===== src/design/psu_pkg.sv =====
// ----------------------------------------------------------------------------
// PNG scanline unfilter package
// Shared widths, register indexes, filter codes and the pipeline word type.
// ----------------------------------------------------------------------------
`timescale 1ns / 1ps
`default_nettype none

package psu_pkg;

  localparam int DATA_W              = 8;
  localparam int ROW_BYTES_W         = 13;
  localparam int PIXEL_BYTES_W       = 4;
  localparam int CFG_DATA_W          = 13;
  localparam int CFG_ADDR_W          = 1;
  localparam int MAX_ROW_BYTES_DEF   = 4096;
  localparam int MAX_PIXEL_BYTES_DEF = 8;

  localparam logic [CFG_ADDR_W-1:0] REG_ROW_BYTES   = 1'd0;
  localparam logic [CFG_ADDR_W-1:0] REG_PIXEL_BYTES = 1'd1;

  localparam logic [DATA_W-1:0] FILTER_MAX = 8'd4;

  typedef enum logic [2:0] {
    FILT_NONE  = 3'd0,
    FILT_SUB   = 3'd1,
    FILT_UP    = 3'd2,
    FILT_AVG   = 3'd3,
    FILT_PAETH = 3'd4
  } filter_t;

  typedef struct packed {
    logic              filt;
    filter_t           filter;
    logic              bad;
    logic              first;
    logic              near_left;
    logic              last;
    logic [DATA_W-1:0] data;
  } item_t;

endpackage

`default_nettype wire


===== src/design/psu_ctrl.sv =====
// ----------------------------------------------------------------------------
// PNG scanline unfilter sequencer
// Holds the registers, tracks row position and issues the prior-row read.
// ----------------------------------------------------------------------------
`timescale 1ns / 1ps
`default_nettype none

module psu_ctrl import psu_pkg::*; #(
  parameter int MAX_ROW_BYTES   = MAX_ROW_BYTES_DEF,
  parameter int MAX_PIXEL_BYTES = MAX_PIXEL_BYTES_DEF,
  parameter int CW = (MAX_ROW_BYTES > 1) ? $clog2(MAX_ROW_BYTES) : 1,
  parameter int PW = (MAX_PIXEL_BYTES > 1) ? $clog2(MAX_PIXEL_BYTES) : 1
) (
  input  wire logic                  clk,
  input  wire logic                  rst,
  input  wire logic                  cfg_we,
  input  wire logic [CFG_ADDR_W-1:0] cfg_addr,
  input  wire logic [CFG_DATA_W-1:0] cfg_wdata,
  input  wire logic                  in_valid,
  output logic                       in_ready,
  input  wire logic [DATA_W-1:0]     in_data,
  input  wire logic                  in_frame,
  input  wire logic                  take,
  output logic                       item_valid,
  output item_t                      item,
  output logic      [CW-1:0]         item_col,
  output logic      [PW-1:0]         win_idx,
  output logic                       rd_en,
  output logic      [CW-1:0]         rd_addr
);

  localparam int LW = (CW + 1 > ROW_BYTES_W) ? CW + 1 : ROW_BYTES_W;

  logic [ROW_BYTES_W-1:0]   row_bytes;
  logic [PIXEL_BYTES_W-1:0] pixel_bytes;
  logic [CW-1:0]            column;
  logic                     in_row;
  logic                     first_row;
  filter_t                  row_filter;
  logic                     row_bad;

  logic [LW-1:0]            eff_row;
  logic [PIXEL_BYTES_W-1:0] eff_pix;
  logic [LW-1:0]            col_plus;
  logic                     last;
  logic                     accept;
  logic                     start;
  logic                     bad_code;

  always_comb begin
    eff_row = LW'(row_bytes);
    if (eff_row == '0) begin
      eff_row = LW'(1);
    end else if (eff_row > LW'(MAX_ROW_BYTES)) begin
      eff_row = LW'(MAX_ROW_BYTES);
    end
    eff_pix = pixel_bytes;
    if (eff_pix == '0) begin
      eff_pix = PIXEL_BYTES_W'(1);
    end else if (eff_pix > PIXEL_BYTES_W'(MAX_PIXEL_BYTES)) begin
      eff_pix = PIXEL_BYTES_W'(MAX_PIXEL_BYTES);
    end
  end

  assign win_idx  = PW'(eff_pix - PIXEL_BYTES_W'(1));
  assign col_plus = LW'(column) + LW'(1);
  assign last     = col_plus >= eff_row;
  assign in_ready = !item_valid || take;
  assign accept   = in_valid && in_ready;
  assign start    = in_frame || !in_row;
  assign bad_code = in_data > FILTER_MAX;
  assign rd_en    = accept && !start;
  assign rd_addr  = column;

  always_ff @(posedge clk) begin
    if (rst) begin
      row_bytes   <= ROW_BYTES_W'(1);
      pixel_bytes <= PIXEL_BYTES_W'(1);
    end else if (cfg_we) begin
      unique case (cfg_addr)
        REG_ROW_BYTES:   row_bytes   <= cfg_wdata[ROW_BYTES_W-1:0];
        REG_PIXEL_BYTES: pixel_bytes <= cfg_wdata[PIXEL_BYTES_W-1:0];
        default: ;
      endcase
    end
  end

  always_ff @(posedge clk) begin
    if (rst) begin
      column     <= '0;
      in_row     <= 1'b0;
      first_row  <= 1'b1;
      row_filter <= FILT_NONE;
      row_bad    <= 1'b0;
      item_valid <= 1'b0;
    end else if (accept) begin
      item_valid <= 1'b1;
      if (start) begin
        column     <= '0;
        in_row     <= 1'b1;
        row_bad    <= bad_code;
        row_filter <= bad_code ? FILT_NONE : filter_t'(in_data[2:0]);
        if (in_frame) begin
          first_row <= 1'b1;
        end
      end else if (last) begin
        column    <= '0;
        in_row    <= 1'b0;
        first_row <= 1'b0;
      end else begin
        column <= CW'(col_plus);
      end
    end else if (take) begin
      item_valid <= 1'b0;
    end
  end

  always_ff @(posedge clk) begin
    if (accept) begin
      item.filt      <= start;
      item.filter    <= row_filter;
      item.bad       <= row_bad;
      item.first     <= first_row;
      item.near_left <= LW'(column) < LW'(eff_pix);
      item.last      <= last;
      item.data      <= in_data;
      item_col       <= column;
    end
  end

endmodule

`default_nettype wire


===== config.mk =====
export PLATFORM = sky130hd
export DESIGN_NAME = psu_ctrl
export DESIGN_NICKNAME = d
export VERILOG_FILES = /design/src/design/psu_pkg.sv /design/src/design/psu_ctrl.sv
export SDC_FILE = /design/constraint.sdc
export NUM_CORES = 1
export LEC_CHECK = 0
export BUFFER_PORTS_ARGS = -buffer_cell sky130_fd_sc_hd__buf_2
export CAP_MARGIN = 20
export CORE_ASPECT_RATIO = 0.7
export CORE_UTILIZATION = 55
export DETAILED_ROUTE_END_ITERATION = 6
export PLACE_DENSITY = 0.88
export SYNTH_ARGS = -nofsm -noshare
export SYNTH_HDL_FRONTEND = slang
export SYNTH_SLANG_ARGS = --single-unit

===== constraint.sdc =====
create_clock -name clk -period 3.8 [get_ports clk]
set_input_delay 0.38 -clock clk [delete_from_list [all_inputs] [get_ports clk]]
set_output_delay 0.38 -clock clk [all_outputs]
set_load 0.01 [all_outputs]

# ---- Yosys cells after proc, flatten, opt, wreduce, memory -nomap -nowiden
# Cells that the tools add are included.
dict set report word_totals {
  ff_bits 64
  latchBits 0
  ram_bits 0
  romBits 0
  in_bits 28
  elab_cells 54
  mem_count 0
}
dict set report classes {
  addsub 2
  n_mul 0
  div_mod_pow 0
  n_lt_le_gt_ge 5
  n_eq_ne 1
  shift 0
  mux 13
  bitwise 1
  n_reduce_logical 16
}
# operator n
set op_table {}
lappend op_table {{2-to-1 mux 13 bit} 2}
lappend op_table {{2-to-1 mux 12 bit} 2}
lappend op_table {{adder 12 x 1 -> 13 bit, second input constant} 1}
lappend op_table {{>= comparator 13 bit} 1}
lappend op_table {{greater-than comparator 13 bit, second input constant} 1}
lappend op_table {{logical NOT 13 bit} 1}
lappend op_table {{less-than comparator 12 x 4 -> 1 bit} 1}
lappend op_table {{greater-than comparator 8 x 3 -> 1 bit, second input constant} 1}
lappend op_table {{2-to-1 mux 4 bit} 2}
lappend op_table {{AND reduction 2 bit} 4}
lappend op_table {{2-to-1 mux 1 bit} 6}
lappend op_table {{greater-than comparator 4 bit, second input constant} 1}
lappend op_table {{logical NOT 4 bit} 1}
lappend op_table {{nonzero test 2 bit} 2}
lappend op_table {{logical NOT 1 bit} 3}
lappend op_table {{2-to-1 mux 3 bit} 1}
lappend op_table {{AND reduction 3 bit} 1}
lappend op_table {{subtractor 3 x 1 -> 3 bit, second input constant} 1}
lappend op_table {{logical AND 1 bit} 2}
lappend op_table {{logical OR 1 bit} 2}
lappend op_table {{!= test 2 bit, second input constant} 1}
lappend op_table {{NOT 1 bit} 1}

# ---- Longest topological paths before layout
dict set report depth {
  word_depth 6
  depth_mapped 12
}

# ---- Worst setup path after synthesis
# No wires, ideal clock.
dict set report synth_path {
  kind {reg2reg}
  from {register column[0], in the netlist rd_addr[0]}
  to {register item[8] in the netlist's numbering, data pin}
  setup_ns 0.258
  arrival_ns 2.380
  required_time_ns 3.542
  path_slack_ns 1.162
  path_stages_with_launch 11
  n_path_buf 1
  period_less_slack_ns 2.638
  path_cell_list {dfxtp_1 > ha_1 > nand4_1 > nor3_2 > and3_1 > ha_1 > a21oi_1 > o21ai_0 > a211oi_2 > buf_6 > nand2_1}
}
dict set report synth_between {
  elab_chain_len 2
}
# element line
set synth_rtl {}
lappend synth_rtl {{start: declaration} psu_ctrl.sv:36} ;# logic [CW-1:0] column;
lappend synth_rtl {{start signal: assignment} psu_ctrl.sv:111} ;# column <= CW'(col_plus);
lappend synth_rtl {{adder 12 x 1 -> 13 bit} psu_ctrl.sv:66} ;# assign col_plus = LW'(column) + LW'(1);
lappend synth_rtl {{>= comparator 13 bit} psu_ctrl.sv:67} ;# assign last = col_plus >= eff_row;
lappend synth_rtl {{named net last} psu_ctrl.sv:45} ;# logic last;
lappend synth_rtl {{end: declaration} psu_ctrl.sv:25} ;# output item_t item,
# The timed path passes the listed nets, and every way through them passes these cells.
# A chain may end at the register's enable or synchronous reset.

# ---- Worst setup path after layout
dict set report layout_path {
  from {register column[0], in the netlist rd_addr[0]}
  to {register column[7], in the netlist rd_addr[7]}
}
dict set report layout_between {
  elab_chain_len 4
}
# element line
set layout_rtl {}
lappend layout_rtl {{adder 12 x 1 -> 13 bit *} psu_ctrl.sv:66}
lappend layout_rtl {{>= comparator 13 bit} psu_ctrl.sv:67}
lappend layout_rtl {{2-to-1 mux 12 bit *} psu_ctrl.sv:106} ;# end else if (last) begin
lappend layout_rtl {{2-to-1 mux 12 bit *} psu_ctrl.sv:98} ;# if (start) begin
# Every way passes the cells marked *; elsewhere a longest branch is shown, timed or not.

==> flow_metrics.env <==
export IMPL_start_util=0.569
export IMPL_pre_cts_ws_ns=0.952
export IMPL_ir_worst_vdd_mv=0.256
export IMPL_cts_buffer_depth=2
export IMPL_grt_use_total=0.245
export IMPL_synth_edff_count=28
export IMPL_critPathRequiredTime_ns=4.00
export IMPL_dp_hpwl_mm=4.51
export IMPL_netlist_area_sq_mm=0.00298
export IMPL_crit_path_top_delay_cell="dfxtp_1"
export IMPL_tns_ns=0
export IMPL_power_frac_comb=0.100
export IMPL_crit_chain="ha_1 -> nand4_1 -> nor3_2 -> and3_1 -> ha_1 -> nand4_1 -> nor4_1 -> a211oi_2 -> buf_4 -> a41oi_1 -> nor2_1"
export IMPL_rrSetupSlack_ns=0.88
export IMPL_r2r_end="rd_addr[7]"
export IMPL_portBuffers=73
export IMPL_worst_setup_path_start_kind="register"
export IMPL_cts_tree="done"
export IMPL_synthTopCellsByArea="edfxtp_1, dfxtp_1, ha_1"
export IMPL_clkTransAtPathRegs_ns=0.07
export IMPL_seq_area_frac_synth=0.524
export IMPL_clk_latency_ns=0.34
export IMPL_arrival_ns=3.12
export IMPL_yosysMostFrequentCell="nand2_1"
export IMPL_cts_resized=0
export IMPL_p_per_area_mw_per_mm2=430
export IMPL_pin_count=74
export IMPL_fin_skew_ns=0.00820
export IMPL_grt_overflow_total=0
export IMPL_ant_nets=0
export IMPL_yosys_register_bits=64
export IMPL_antenna_found_initial=0
export IMPL_drtIter0Drc=198
export IMPL_cts_root_buffer="clkbuf_8"
export IMPL_status="finished clean"
export IMPL_worst_pin_slew_ns=0.789
export IMPL_post_cts_repair_setup_buffers=0
export IMPL_fin_area_sq_mm=0.00361
export IMPL_regToRegStartpoint="rd_addr[0]"
export IMPL_ys_warn_count=0
export IMPL_maxSlewHeadroom=0.473
export IMPL_netlist_top_cell_by_area="edfxtp_1"
export IMPL_async_flop_share=0
export IMPL_seq_power_share=0.491
export IMPL_routed_via_density=5.56
export IMPL_hold_viol=0
export IMPL_fin_ws_ns=0.880
export IMPL_synth_ff_type="dfxtp_1"
export IMPL_synth_top_area_frac=0.282
export IMPL_fmax_mhz=342
export IMPL_ys_types=41
export IMPL_avgRoutedWirePerCell_microns=14.1
export IMPL_hold_class="input pin to register"
export IMPL_period_share=0.768
export IMPL_fin_cells=454
export IMPL_synth_cells=304
export IMPL_syn_avg_cell_area_sq_um=9.80
export IMPL_core_area_sq_mm=0.00523
export IMPL_ctsHoldBuffers=0
export IMPL_num_rows=22
export IMPL_grt_pass1_wl_mm=10.8
export IMPL_nets=423
export IMPL_cp_num_cells=11
export IMPL_dr_pass1_iters=5
export IMPL_die_w_microns=89.9
export IMPL_dp_cells=438
export IMPL_crit_end="rd_addr[7]"
export IMPL_place_area_sq_mm=0.00339
export IMPL_routed_wl_mm=6.38
export IMPL_synthesis_nets=350
export IMPL_drv_slew=0
export IMPL_finalCriticalPeriod_ns=2.92
export IMPL_area_delta_synth_final_pct=21.1
export IMPL_clock_sinks=64
export IMPL_htree_levels=3
export IMPL_numCtsBuffers=9
export IMPL_dr_total_vias=2522
export IMPL_grt_pass1_vias=2262
export IMPL_drv_cap=0
export IMPL_gp_congestion=0.872
export IMPL_p_switching_mw=0.361
export IMPL_final_setup_viol_count=0
export IMPL_max_stage_delay_ns=0.51
export IMPL_grt_setup_unrepaired="false"
export IMPL_clock_power_share=0.409
export IMPL_critPathKind="register to register"
export IMPL_p_int_mw=1.19
export IMPL_synthTopCellsByCount="nand2_1, dfxtp_1, a21oi_1, edfxtp_1, ha_1"
export IMPL_finalPower_mw=1.55
export IMPL_die_area_sq_mm=0.00572
export IMPL_drc=0
export IMPL_drive_gt1_frac=0.259
export IMPL_rr_worst_depth=11
export IMPL_crit_buf_inv=1
export IMPL_swShare=0.233
export IMPL_worst_setup_path_end_kind="register"
export IMPL_critPathLaunch="rd_addr[0]"
export IMPL_die_h_microns=63.6
export IMPL_antenna_cells=0
export IMPL_path_delay_family="simple AND/OR/NAND/NOR gates"
export IMPL_path_max_fanout=15
export IMPL_grt_max_degree=44
export IMPL_power_leakage_nw=1.55
-- flip-flops by register name, indices dropped and copies added, names as in the netlist --
| register | cells |
|---|---|
| item | 16 |
| row_bytes | 13 |
| item_col | 12 |
| rd_addr | 12 |
| pixel_bytes | 4 |
| row_filter | 3 |
| first_row | 1 |
| in_row | 1 |
| item_valid | 1 |
| row_bad | 1 |
-- cells in the final DEF (no fill, tap or decap), drive strengths merged, types with 2 or more instances in the layout --
master  instances
a21o            2
a21oi          31
a22oi           3
a31oi           2
and3            3
buf            75
bufinv          2
clkbuf         10
clkinv          3
dfxtp          36
edfxtp         28
ha             18
inv            12
nand2          59
nand2b          5
nand3          11
nand3b          3
nand4          10
nor2           15
nor2b           2
nor3            9
nor4            6
nor4b           4
o211ai          5
o21ai           7
xnor2           5
xor2            6
-- layer usage --
metal / GRT usage / wire (microns) / part of all wire / vias up
met5: 0 / 0 / 0 / -
li1: - / - / - / 1237
met3: 0.0990 / 553 / 0.087 / 11
met1: 0.329 / 2950 / 0.46 / 1165
met4: 0.0806 / 79 / 0.012 / 0
met2: 0.361 / 2790 / 0.44 / 109
-- worst reg2reg max path, stage by stage (launching register included) --
cell	delay (ns)
dfxtp_1	0.51
ha_1	0.30
nand4_1	0.19
nor3_2	0.32
and3_1	0.24
ha_1	0.19
nand4_1	0.14
nor4_1	0.34
a211oi_2	0.06
buf_4	0.20
a41oi_1	0.22
nor2_1	0.06
-- power groups by stage --
stage                     Combinational [mW]  Clock (mW)  Sequential [mW]
after floorplan                       0.0897           0            0.784
after global placement                 0.150           0            0.775
after detailed placement               0.154           0            0.776
after CTS                              0.155       0.643            0.761
after global routing                   0.172       0.683            0.763
final                                  0.155       0.635            0.761
-- how the worst min path moves through the flow --
stage	depth (start not counted)	slack [ns]	startpoint	to
final	1	0.23	in_data[4]	item[4]
after global routing	1	0.20	in_data[4]	item[4]
after CTS	1	0.21	in_data[4]	item[4]
after detailed placement	0	0.42	row_bad	item[11]
after global placement	0	0.41	row_filter[0]	item[12]
after floorplan	0	0.41	first_row	item[10]
-- cell families (layout without fill, tap and decap cells) --
| group | Yosys count | count (layout) | share of synthesized area |
|---|---|---|---|
| adder cells (fa/ha/maj) | 18 | 18 | 0.0756 |
| AO/OA/AOI/OAI | 56 | 56 | 0.118 |
| XOR/XNOR | 11 | 11 | 0.0324 |
| flip-flops | 64 | 64 | 0.524 |
| buffers and inverters | 25 | 103 | 0.0357 |
| AND/OR/NAND/NOR | 130 | 130 | 0.213 |
-- cell type report --
type	instances	area, sq um
clock buffers	10	138
repair buffers	75	380
flip-flops and latches	64	1560
clock inverters	6	82.6
fillers	413	1620
multi-input cells	215	1310
inverters	12	45.0
well taps	72	90.1
-- metrics by stage --
step,hold slack (ns),util
after floorplan,0.408,-
after global placement,0.411,0.648
after detailed placement,0.418,0.648
after CTS,0.213,0.690
after global routing,0.205,0.690
final,0.227,0.690
No activity file was read; power rests on OpenSTA's default activity.
