$ cat src/design/psu_pkg.sv
// ----------------------------------------------------------------------------
// PNG scanline unfilter package
// Shared widths, register indexes, filter codes and the pipeline word type.
// ----------------------------------------------------------------------------
`timescale 1ns / 1ps
`default_nettype none

package psu_pkg;

  localparam int DATA_W              = 8;
  localparam int ROW_BYTES_W         = 13;
  localparam int PIXEL_BYTES_W       = 4;
  localparam int CFG_DATA_W          = 13;
  localparam int CFG_ADDR_W          = 1;
  localparam int MAX_ROW_BYTES_DEF   = 4096;
  localparam int MAX_PIXEL_BYTES_DEF = 8;

  localparam logic [CFG_ADDR_W-1:0] REG_ROW_BYTES   = 1'd0;
  localparam logic [CFG_ADDR_W-1:0] REG_PIXEL_BYTES = 1'd1;

  localparam logic [DATA_W-1:0] FILTER_MAX = 8'd4;

  typedef enum logic [2:0] {
    FILT_NONE  = 3'd0,
    FILT_SUB   = 3'd1,
    FILT_UP    = 3'd2,
    FILT_AVG   = 3'd3,
    FILT_PAETH = 3'd4
  } filter_t;

  typedef struct packed {
    logic              filt;
    filter_t           filter;
    logic              bad;
    logic              first;
    logic              near_left;
    logic              last;
    logic [DATA_W-1:0] data;
  } item_t;

endpackage

`default_nettype wire

$ cat src/design/psu_recon.sv
// ----------------------------------------------------------------------------
// PNG scanline unfilter reconstruction stage
// Predicts from left, above and upper-left bytes and holds the output word.
// ----------------------------------------------------------------------------
`timescale 1ns / 1ps
`default_nettype none

module psu_recon import psu_pkg::*; #(
  parameter int MAX_PIXEL_BYTES = MAX_PIXEL_BYTES_DEF,
  parameter int CW = 12,
  parameter int PW = (MAX_PIXEL_BYTES > 1) ? $clog2(MAX_PIXEL_BYTES) : 1
) (
  input  wire logic              clk,
  input  wire logic              rst,
  input  wire logic              item_valid,
  input  wire item_t             item,
  input  wire logic [CW-1:0]     item_col,
  input  wire logic [PW-1:0]     win_idx,
  input  wire logic [DATA_W-1:0] above,
  output logic                   take,
  output logic                   wr_en,
  output logic      [CW-1:0]     wr_addr,
  output logic      [DATA_W-1:0] wr_data,
  output logic                   out_valid,
  input  wire logic              out_ready,
  output logic      [DATA_W-1:0] out_data,
  output logic                   out_last,
  output logic                   out_bad
);

  logic [DATA_W-1:0] left_win   [MAX_PIXEL_BYTES];
  logic [DATA_W-1:0] upleft_win [MAX_PIXEL_BYTES];

  logic [DATA_W-1:0] a;
  logic [DATA_W-1:0] b;
  logic [DATA_W-1:0] c;
  logic [DATA_W-1:0] pred;
  logic [DATA_W-1:0] recon;
  logic [DATA_W:0]   avg_sum;

  function automatic logic [DATA_W-1:0] paeth(input logic [DATA_W-1:0] pa_in,
                                              input logic [DATA_W-1:0] pb_in,
                                              input logic [DATA_W-1:0] pc_in);
    logic signed [DATA_W+1:0] da;
    logic signed [DATA_W+1:0] db;
    logic signed [DATA_W+1:0] dc;
    logic [DATA_W+1:0]        pa;
    logic [DATA_W+1:0]        pb;
    logic [DATA_W+1:0]        pc;
    da = $signed({2'b00, pb_in}) - $signed({2'b00, pc_in});
    db = $signed({2'b00, pa_in}) - $signed({2'b00, pc_in});
    dc = da + db;
    pa = (da < 0) ? 10'(-da) : 10'(da);
    pb = (db < 0) ? 10'(-db) : 10'(db);
    pc = (dc < 0) ? 10'(-dc) : 10'(dc);
    if (pa <= pb && pa <= pc) begin
      return pa_in;
    end else if (pb <= pc) begin
      return pb_in;
    end
    return pc_in;
  endfunction

  assign take = item_valid && (item.filt || !out_valid || out_ready);

  always_comb begin
    a       = item.near_left ? '0 : left_win[win_idx];
    b       = item.first ? '0 : above;
    c       = (item.first || item.near_left) ? '0 : upleft_win[win_idx];
    avg_sum = {1'b0, a} + {1'b0, b};
    unique case (item.filter)
      FILT_SUB:   pred = a;
      FILT_UP:    pred = b;
      FILT_AVG:   pred = avg_sum[DATA_W:1];
      FILT_PAETH: pred = paeth(a, b, c);
      default:    pred = '0;
    endcase
    recon = item.data + pred;
  end

  assign wr_en   = take && !item.filt;
  assign wr_addr = item_col;
  assign wr_data = recon;

  always_ff @(posedge clk) begin
    if (rst) begin
      for (int i = 0; i < MAX_PIXEL_BYTES; i++) begin
        left_win[i]   <= '0;
        upleft_win[i] <= '0;
      end
    end else if (take) begin
      if (item.filt) begin
        for (int i = 0; i < MAX_PIXEL_BYTES; i++) begin
          left_win[i]   <= '0;
          upleft_win[i] <= '0;
        end
      end else begin
        left_win[0]   <= recon;
        upleft_win[0] <= b;
        for (int i = 1; i < MAX_PIXEL_BYTES; i++) begin
          left_win[i]   <= left_win[i-1];
          upleft_win[i] <= upleft_win[i-1];
        end
      end
    end
  end

  always_ff @(posedge clk) begin
    if (rst) begin
      out_valid <= 1'b0;
    end else if (wr_en) begin
      out_valid <= 1'b1;
    end else if (out_ready) begin
      out_valid <= 1'b0;
    end
  end

  always_ff @(posedge clk) begin
    if (wr_en) begin
      out_data <= recon;
      out_last <= item.last;
      out_bad  <= item.bad;
    end
  end

endmodule

`default_nettype wire

$ cat config.mk
export PLATFORM = sky130hd
export DESIGN_NAME = psu_recon
export DESIGN_NICKNAME = d
export VERILOG_FILES = /design/src/design/psu_pkg.sv /design/src/design/psu_recon.sv
export SDC_FILE = /design/constraint.sdc
export NUM_CORES = 1
export LEC_CHECK = 0
export ABC_AREA = 1
export BUFFER_PORTS_ARGS = -buffer_cell sky130_fd_sc_hd__buf_2
export CAP_MARGIN = 20
export CORE_MARGIN = 2
export CORE_UTILIZATION = 44
export DETAILED_ROUTE_END_ITERATION = 8
export PLACE_DENSITY = 0.65
export SLEW_MARGIN = 10
export SYNTH_ARGS = -nofsm -noshare
export SYNTH_HDL_FRONTEND = slang
export SYNTH_SLANG_ARGS = --single-unit
$ cat constraint.sdc
create_clock -name clk -period 13.3 [get_ports clk]
set_input_delay 1.33 -clock clk [delete_from_list [all_inputs] [get_ports clk]]
set_output_delay 1.33 -clock clk [all_outputs]
set_load 0.1 [all_outputs]
Yosys cells after proc, flatten, opt, wreduce, memory -nomap -nowiden
Memories as Yosys holds them, arrays and structs flattened.
Cells that the tools add are included.
{ "classes": {"n_lt_le_gt_ge": 6, "shifts": 0, "multipliers": 0, "n_mux": 57, "reduce_logical": 9, "bitwise": 32, "n_eq_ne": 4, "div_mod_pow": 0, "addsub": 8} }
{ "ops": {"columns": ["operator", "n"], "rows": [
  ["2-to-1 mux 8 bit", 38],
  ["bitwise OR 1 bit", 32],
  ["case mux 8 bit (4 select lines)", 1],
  ["less-or-equal comparator 10 bit", 3],
  ["2-to-1 mux 10 bit", 3],
  ["negation 9 -> 10 bit", 2],
  ["< comparator 9 x 1 -> 1 bit, second input constant", 2],
  ["subtractor 8 x 8 -> 9 bit", 2],
  ["2-to-1 mux 1 bit", 15],
  ["adder 9 x 9 -> 10 bit", 1],
  ["< comparator 10 x 1 -> 1 bit, second input constant", 1],
  ["negation 10 bit", 1],
  ["adder 8 x 8 -> 9 bit", 1],
  ["adder 8 bit", 1],
  ["== test 3 x 2 -> 1 bit, second input constant", 2],
  ["== test 3 x 1 -> 1 bit, second input constant", 1],
  ["== test 3 bit, second input constant", 1],
  ["logical AND 1 bit", 3],
  ["logical OR 1 bit", 3],
  ["logical NOT 1 bit", 2],
  ["nonzero test 2 bit", 1]
]} }
{ "totals": {"n_memories": 2, "ff_bits": 11, "ramBits": 128, "output_inout_bits": 33, "romBits": 0, "inputBits": 43, "elab_cells": 122, "latchBits": 0} }
{ "memory_table": {"columns": ["name", "words", "width", "rd", "rd_ports_with_merged_regs", "write_ports", "line", "text"], "rows": [
  ["left_win", 8, 8, 8, 0, 8, "psu_recon.sv:31", "logic [DATA_W-1:0] left_win [MAX_PIXEL_BYTES];"],
  ["upleft_win", 8, 8, 8, 0, 8, "psu_recon.sv:32", "logic [DATA_W-1:0] upleft_win [MAX_PIXEL_BYTES];"]
]} }

Longest topological paths before layout
Gate-level depths: netlist (run 1).
{ "logic_depth": {"depth_word": 14, "mapped_depth": 63, "mapped_depth_nobuf": 62} }

Worst setup path after synthesis (run 1)
No wires, ideal clock.
{ "synth_timing": {"path_kind": "input to output", "from": "in win_idx[0]", "to": "out wr_data[5]", "arrival_time_ns": 8.826, "setup_slack_ns": 3.144, "path_buffers": 4, "required_time_ns": 11.970, "cell_stages": 50, "cell_sequence": "inv_2 > buf_6 > clkbuf_1 > clkbuf_1 > clkbuf_1 > a21oi_1 > o21ai_0 > nand3_1 > nand3_1 > ha_1 > a21oi_1 > nor2_1 > a211oi_1 > nand2_1 > inv_2 > o21ai_1 > a21oi_2 > ha_1 > [... 14 more ...] > nand2_1 > nand2_1 > nand2_1 > nand2_2 > nand2_4 > inv_2 > nand2_1 > inv_2 > o211ai_1 > nand3_1 > ha_1 > nand2_1 > nor2_1 > a211oi_1 > inv_1 > a21oi_1 > o21bai_1 > xor2_1"} }
{ "synth_between": {"elab_chain_cells": 13, "elab_cells_between_ends": 28, "cone_classes": "add/sub: 8; order compare: 6; mux: 11; reduce/logical: 1; memory: 2"} }
{ "synth_rtl": {"columns": ["element", "line", "text"], "rows": [
  ["start, declared", "psu_recon.sv:18", "input wire logic [PW-1:0] win_idx,"],
  ["memory (8 x 8 bit) (on tied branches)", null, null],
  ["2-to-1 mux 8 bit (on tied branches)", "psu_recon.sv:69, psu_recon.sv:67", null],
  ["subtractor 8 x 8 -> 9 bit (on tied branches)", "psu_recon.sv:50, psu_recon.sv:51", null],
  ["adder 9 x 9 -> 10 bit", "psu_recon.sv:52", "dc = da + db;"],
  ["negation 10 bit or < comparator 10 x 1 -> 1 bit (tied branches)", "psu_recon.sv:55", "pc = (dc < 0) ? 10'(-dc) : 10'(dc);"],
  ["2-to-1 mux 10 bit", "psu_recon.sv:55", null],
  ["less-or-equal comparator 10 bit (on tied branches)", "psu_recon.sv:58, psu_recon.sv:56", null],
  ["2-to-1 mux 1 bit or logical AND 1 bit (tied branches)", "psu_recon.sv:58, psu_recon.sv:56", null],
  ["2-to-1 mux 1 bit", "psu_recon.sv:56", "if (pa <= pb && pa <= pc) begin"],
  ["2-to-1 mux 1 bit", "psu_recon.sv:71", "unique case (item.filter)"],
  ["2-to-1 mux 8 bit", "psu_recon.sv:61", "return pc_in;"],
  ["case mux 8 bit (4 select lines) *", "psu_recon.sv:71", null],
  ["adder 8 bit *", "psu_recon.sv:78", "recon = item.data + pred;"],
  ["end, declared", "psu_recon.sv:23", "output logic [DATA_W-1:0] wr_data,"]
]} }
Mark *: on every way between the ends. The rest lies on a longest branch, timed or not. The select of a mux whose other input is x is not followed.

Worst setup path after layout (run 1)
{ "layout_timing": {"from": "in win_idx[1]", "to": "out wr_data[7]"} }
The elaborated chain is that of the path after synthesis.

==> out/results.tsv, run 1 <==
stage	metric	value	unit
synthesis	Mean Syn Cell Area	7.78	sq um
cells_and_area	final instance area	0.0110	sq mm
hold_path	start point of the worst hold path	left_win[0][1]$_SDFFE_PP0P_	
place	final HPWL from detailed placement	18100	um
timing	Fin Setup TNS	0	ns
critical_path	Crit Path Max Fanout	34	
critical_path	type of destination of the critical path	output port	
critical_path	FF-to-FF path depth	58	
drt	routed vias/inst	5.21	
run_status	status	finished clean	
cts	Reg clk slew, reported paths	0.06	ns
synthesis	post-synthesis mux area share	0	%
place	placed cells	1565	
power	Net Sw Frac	40.1	%
timing	RSZ-0062 raised after global routing	false	
timing	Min Clock Period, post-route	11.46	ns
critical_path	CP max stage cell	buf_2	
timing	Slew @ Worst Pin	1.04	ns
synthesis	synth top area cells	edfxtp_1 37%, inv_1 8.9%, ha_1 8.3%	
place	dpl cell area	0.0103	sq mm
synthesis	Cells after Synth	1273	
die	DIE HEIGHT	154	um
synthesis	yosys warns	0	
synthesis	share of the synthesized area in the top cell type	37.0	%
critical_path	buffers plus inverters on the worst setup path	13	
cts	hold-fix buffers at CTS	0	
synthesis	synthesis-stage register bit count	139	
die	Die Wd	154	um
timing	Final Cycle Share	86.2	%
timing	max-slew violation count	0	
place	input/output buffers	51	
drt	DR WL met3	1300	um
critical_path	Critical R2R Launch	left_win[5][2]$_SDFFCE_PN0P_	
cts	H-tree depth	4	
power	Psw	737	uW
cells_and_area	Layout fillers	2064	
global_routing	first-pass GRT wire length	40000	um
place	GPL Wtd Cong	0.895	
cts	# Post-CTS Setup Buffers	0	
die	area of the core	0.0220	sq mm
cells_and_area	Post-Layout Cell Count	1597	
timing	Fmax	0.0872	GHz
drt	DRT iter0 DRCs	690	
power	Tot Pwr	1840	uW
synthesis	area leader, netlist	edfxtp_1	
power	cell-internal power	1100	uW
hold_path	Hold Crit Class	reg2reg	
die	# rows	54	
global_routing	pin count of the biggest net entering global routing	67	
cells_and_area	# diodes	0	
drt	Max Used Layer	met4	
critical_path	crit start category	primary input	
power	clock share of power	28.5	%
drt	detailed-route DRC error count	0	
power	Worst VDD drop	0.185	mV
power	LEAKAGE	0.00499	uW
cells_and_area	Final #Nets	1416	
critical_path	critical path class	in2out	
die	die area	0.0237	sq mm
timing	Max transition margin	30.3	%
power	Flop pwr share	27.9	%
critical_path	flop2flop setup slack	5.48	ns
hold_path	Min-Delay Path Depth	2	
cts	post-cts resize count	0	
power	pwr dens	168	mW/mm^2
drt	Post-Route WL	25000	um
global_routing	Tot GR Track Use	21.2	%
cts	Longest Clk Path Bufs	2	
drt	DRT met1 WL	11300	um
drt	Initial DRT Pass Iterations	5	
synthesis	mapped cell area	0.00990	sq mm
die	initial core utilization	45.1	%
cts	CTS tree	yes	
synthesis	compound-gate portion of the synthesized area	11.8	%
cells_and_area	Reg area	0.00400	sq mm
cells_and_area	area growth from synthesis to layout	11.0	%
drt	drt wl/cell	15.6	um
timing	Setup-failing EPs final	0	
place	dpl ws	1.99	ns
cts	TritonCTS Sinks	139	
drt	vias after detailed routing	8326	
synthesis	XOR/XNOR share of the synthesized area	3.20	%
critical_path	RR Endpoint	out_data[7]$_DFFE_PP_	
power	power share of the combinational group	43.5	%
critical_path	Top delay family on crit path	compound AO/OA/AOI/OAI gates	
die	Ports	76	
synthesis	top_reg_cell synth	edfxtp_1	
global_routing	total grt overflow	0	
critical_path	most used cell, CP	nand2_1	
cts	total CTS buffers	17	
synthesis	synth cell count leaders	235 x inv_1, 190 x nand2_1, 166 x nor2_1	
timing	Layout Skew	0.00491	ns
synthesis	largest family of logic cells by synthesized area	simple AND/OR/NAND/NOR gates	
timing	final worst slack	1.84	ns
global_routing	number of antenna violations at the first check in global routing	0	
synthesis	EDFF count, synth	122	
synthesis	sequential area share after synthesis	40.4	%
cts	clk_lat worst skew	0.42	ns
cells_and_area	area of the multi-input gates	0.00470	sq mm
drt	ANT nets after route	0	
global_routing	vias in the first global route	7841	
critical_path	CP peak stage delay	0.60	ns
synthesis	count leader, synth	inv_1	
cts	root buf cell	clkbuf_16	
drt	Met2 Routed Length	12000	um
synthesis	simple-gate area share of the yosys netlist	23.3	%
critical_path	Critical Path RT	11.97	ns
critical_path	worst path arrival time	10.13	ns
synthesis	FFs w/ async S/R, synth	0	%
synthesis	number of library cell types mapped by synthesis	49	
cells_and_area	share of cells above drive strength 1	11.8	%
hold_path	Hold Path Sink	left_win[0][1]$_SDFFE_PP0P_	
synthesis	adder-cell area share of the yosys netlist	8.95	%
flow_run	max_cap viols	0	
timing	final hold viol count	0	
## metrics by stage
| step | util [%] | hold slack (ns) |
|---|---|---|
| final | 50.0 | 0.465 |
| after global routing | 50.0 | 0.496 |
| after CTS | 50.0 | 0.470 |
| after detailed placement | 47.0 | 0.461 |
| after global placement | 47.0 | 0.452 |
| after floorplan | - | 0.441 |
## kinds of logic (layout without fill, tap and decap cells)
| family | after synthesis | count (layout) |
|---|---|---|
| adder cells (fa/ha/maj) | 69 | 69 |
| XOR/XNOR | 34 | 34 |
| AND/OR/NAND/NOR | 517 | 517 |
| flip-flops | 139 | 139 |
| buffers and inverters | 302 | 344 |
| other | 2 | 4 |
| AO/OA/AOI/OAI | 210 | 210 |
## cell usage in the layout, fill, tap and decap left out, types with 20 or more instances in the layout
master / count
a21oi_1: 95
buf_2: 51
edfxtp_1: 122
ha_1: 66
inv_1: 234
nand2_1: 190
nand2_2: 20
nand3_1: 87
nor2_1: 166
o21ai_0: 69
xor2_1: 29
## worst max path at each step
stage / depth (start not counted) / end / start / slack, ns
after floorplan: 50 / wr_data[5] / win_idx[0] / 3.14
after global placement: 61 / wr_data[7] / win_idx[1] / 2.07
after detailed placement: 61 / wr_data[7] / win_idx[1] / 1.99
after CTS: 61 / wr_data[7] / win_idx[1] / 1.94
after global routing: 60 / wr_data[7] / win_idx[1] / 0.93
final: 61 / wr_data[7] / win_idx[1] / 1.84
## power groups by stage
stage / Clock [uW] / Combinational [uW] / Sequential [uW]
after detailed placement: 0 / 797 / 523
after global routing: 547 / 903 / 517
final: 525 / 801 / 514
after global placement: 0 / 784 / 522
after floorplan: 0 / 624 / 544
after CTS: 530 / 800 / 514
## layout make-up
| class | count | area share, % |
|---|---|---|
| Clock buffer | 18 | 3.91 |
| Clock inverter | 14 | 2.05 |
| Inverter | 251 | 8.59 |
| Multi-Input combinational cell | 834 | 42.8 |
| Sequential cell | 139 | 36.4 |
| Tap cell | 280 | 3.19 |
| Timing Repair Buffer | 61 | 3.01 |
## metal layers
layer | global-route usage (%) | vias up
li1 | - | 4198
met1 | 27.7 | 3856
met2 | 36.2 | 242
met3 | 3.83 | 30
met4 | 5.47 | 0
met5 | 0 | -
## flip-flops by register name (all words and copies together), names as in the netlist
signal      cells
left_win       64
upleft_win     64
out_bad         1
out_data        8
out_valid       1
out_last        1
## worst register-to-register path, delay by kind of cell (launching register included)
family | cells | cell delay (ns)
simple gates | 29 | 2.41
compound gates | 12 | 2.12
fa+ha+maj | 4 | 1.34
buf+inv | 10 | 0.70
xor+xnor | 3 | 0.66
flops | 1 | 0.34
No activity file was read; power rests on OpenSTA's default activity.
==> run 2, diff against run 1 <==
==> constraint.sdc (replaced) <==
create_clock -name clk -period 12.5 [get_ports clk]
set_input_delay 1.25 -clock clk [delete_from_list [all_inputs] [get_ports clk]]
set_output_delay 1.25 -clock clk [all_outputs]
set_load 0.1 [all_outputs]
==> run 2 against run 1 <==
Sequential power increased by 6.4%. Worst hold slack better by 0.012 ns. Total power rose by 3.0%. First-iteration DRC count shrank 22%. Via count is 0.50% higher. Cell count shrank 0.13%. Sequential share of layout area increased by 0.26 points. Combinational power grew 8.6%. Critical path type unchanged.
==> out/results.tsv, run 2 (synthesis results as in run 1) <==
stage	metric	value	unit
cts	total CTS buffers	17	
timing	Slew @ Worst Pin	0.999	ns
global_routing	vias in the first global route	8030	
place	final HPWL from detailed placement	18300	um
drt	Initial DRT Pass Iterations	5	
cts	H-tree depth	4	
die	die area	0.0237	sq mm
critical_path	most used cell, CP	nand2_1	
cells_and_area	commonest non-fill, non-tap cell in the layout	inv_1	
global_routing	met1 Use GR	27.9	%
critical_path	Crit Path Max Fanout	34	
global_routing	number of antenna violations at the first check in global routing	0	
drt	detailed-route DRC error count	0	
die	Ports	76	
global_routing	total grt overflow	0	
die	# rows	54	
cts	# Post-CTS Setup Buffers	0	
place	placed cells	1565	
cells_and_area	Final #Nets	1416	
cts	post-cts resize count	0	
cts	Longest Clk Path Bufs	2	
power	Tot Pwr	1890	uW
power	LEAKAGE	0.00494	uW
power	Worst VDD drop	0.233	mV
global_routing	pin count of the biggest net entering global routing	67	
cells_and_area	# diodes	0	
critical_path	critical path class	in2out	
power	pwr dens	174	mW/mm^2
cts	Reg clk slew, reported paths	0.06	ns
critical_path	Critical Path RT	11.25	ns
timing	Layout Skew	0.00654	ns
critical_path	crit start category	primary input	
drt	routed vias/inst	5.25	
drt	Post-Route WL	25100	um
cts	hold-fix buffers at CTS	0	
cells_and_area	final instance area	0.0109	sq mm
critical_path	CP peak stage delay	0.61	ns
timing	Fin Setup TNS	0	ns
cells_and_area	most frequent cells in the layout	234 x inv_1, 190 x nand2_1, 166 x nor2_1, 122 x edfxtp_1, 95 x a21oi_1	
timing	Min Clock Period, post-route	11.47	ns
cts	TritonCTS Sinks	139	
timing	Fmax	0.0872	GHz
die	area of the core	0.0220	sq mm
die	Die Wd	154	um
global_routing	Tot GR Track Use	21.4	%
drt	vias after detailed routing	8368	
flow_run	max_cap viols	0	
critical_path	worst path arrival time	10.22	ns
drt	drt wl/cell	15.8	um
cells_and_area	area growth from synthesis to layout	10.2	%
die	initial core utilization	45.1	%
cells_and_area	largest registers	left_win (64), upleft_win (64), out_data (8)	
cells_and_area	share of cells above drive strength 1	11.6	%
drt	DRT iter0 DRCs	541	
die	DIE HEIGHT	154	um
place	dpl cell area	0.0104	sq mm
drt	ANT nets after route	0	
timing	Setup-failing EPs final	0	
global_routing	first-pass GRT wire length	40500	um
global_routing	GR peak layer	met2	
run_status	status	finished clean	
critical_path	CP max stage cell	buf_2	
critical_path	type of destination of the critical path	output port	
global_routing	met2 GRT Util	36.1	%
cts	clk_lat worst skew	0.42	ns
hold_path	Hold Crit Class	reg2reg	
place	GPL Wtd Cong	0.919	
timing	Final Cycle Share	91.7	%
cts	CTS tree	yes	
cells_and_area	Post-Layout Cell Count	1595	
timing	Max transition margin	33.3	%
global_routing	met3 GRT Util	4.11	%
timing	max-slew violation count	0	
timing	RSZ-0062 raised after global routing	false	
cts	root buf cell	clkbuf_16	
timing	final hold viol count	0	
place	input/output buffers	51	
==> run 2: power by group <==
group          internal [uW]  switching (uW)  total (uW)
clock network            290             188         478
registers                537            10.1         547
logic                    267             603         870
total                   1090             802        1890
==> run 2: area by class of cell <==
class	instances	area, sq um
Fill cell	2110	11100
Multi-Input combinational cell	834	4700
Sequential cell	139	4000
Inverter	251	943
Clock buffer	18	429
Timing Repair Buffer	61	350
Tap cell	280	350
Clock inverter	12	126
==> run 2: worst paths after layout <==
path	depth (start not counted)	slack [ns]	endpoint	start
worst min-delay path	2	0.48	upleft_win[0][2]$_SDFFE_PP0P_	upleft_win[0][2]$_SDFFE_PP0P_
worst min register to register	2	0.48	upleft_win[0][2]$_SDFFE_PP0P_	upleft_win[0][2]$_SDFFE_PP0P_
worst max register to register	57	4.57	out_data[7]$_DFFE_PP_	left_win[6][2]$_SDFFCE_PN0P_
worst max-delay path	60	1.03	wr_data[7]	win_idx[1]
==> run 2: worst max-delay path: cells and delay by family <==
family | cells | cell delay (ns)
xor gates and xnor gates | 3 | 0.67
and+or+nand+nor | 29 | 2.52
AOI/OAI and AO/OA | 11 | 2.04
buffers and inverters | 13 | 2.33
adders and majority gates | 4 | 1.35
==> run 2: metrics by stage <==
step	setup WS [ns]	util, %	hold slack, ns
4_1_cts	1.16	49.7	0.478
5_1_grt	0.0283	49.7	0.500
3_3_place_gp	1.29	47.0	0.466
2_1_floorplan	2.50	-	0.441
6_report	1.03	49.7	0.477
3_5_place_dp	1.19	47.1	0.468
==> run 2: per-layer routing <==
| metal | vias to the layer above | routed length, um |
|---|---|---|
| li1 | 4202 | - |
| met1 | 3907 | 11300 |
| met2 | 234 | 11900 |
| met3 | 25 | 1330 |
| met4 | 0 | 630 |
| met5 | - | 0 |
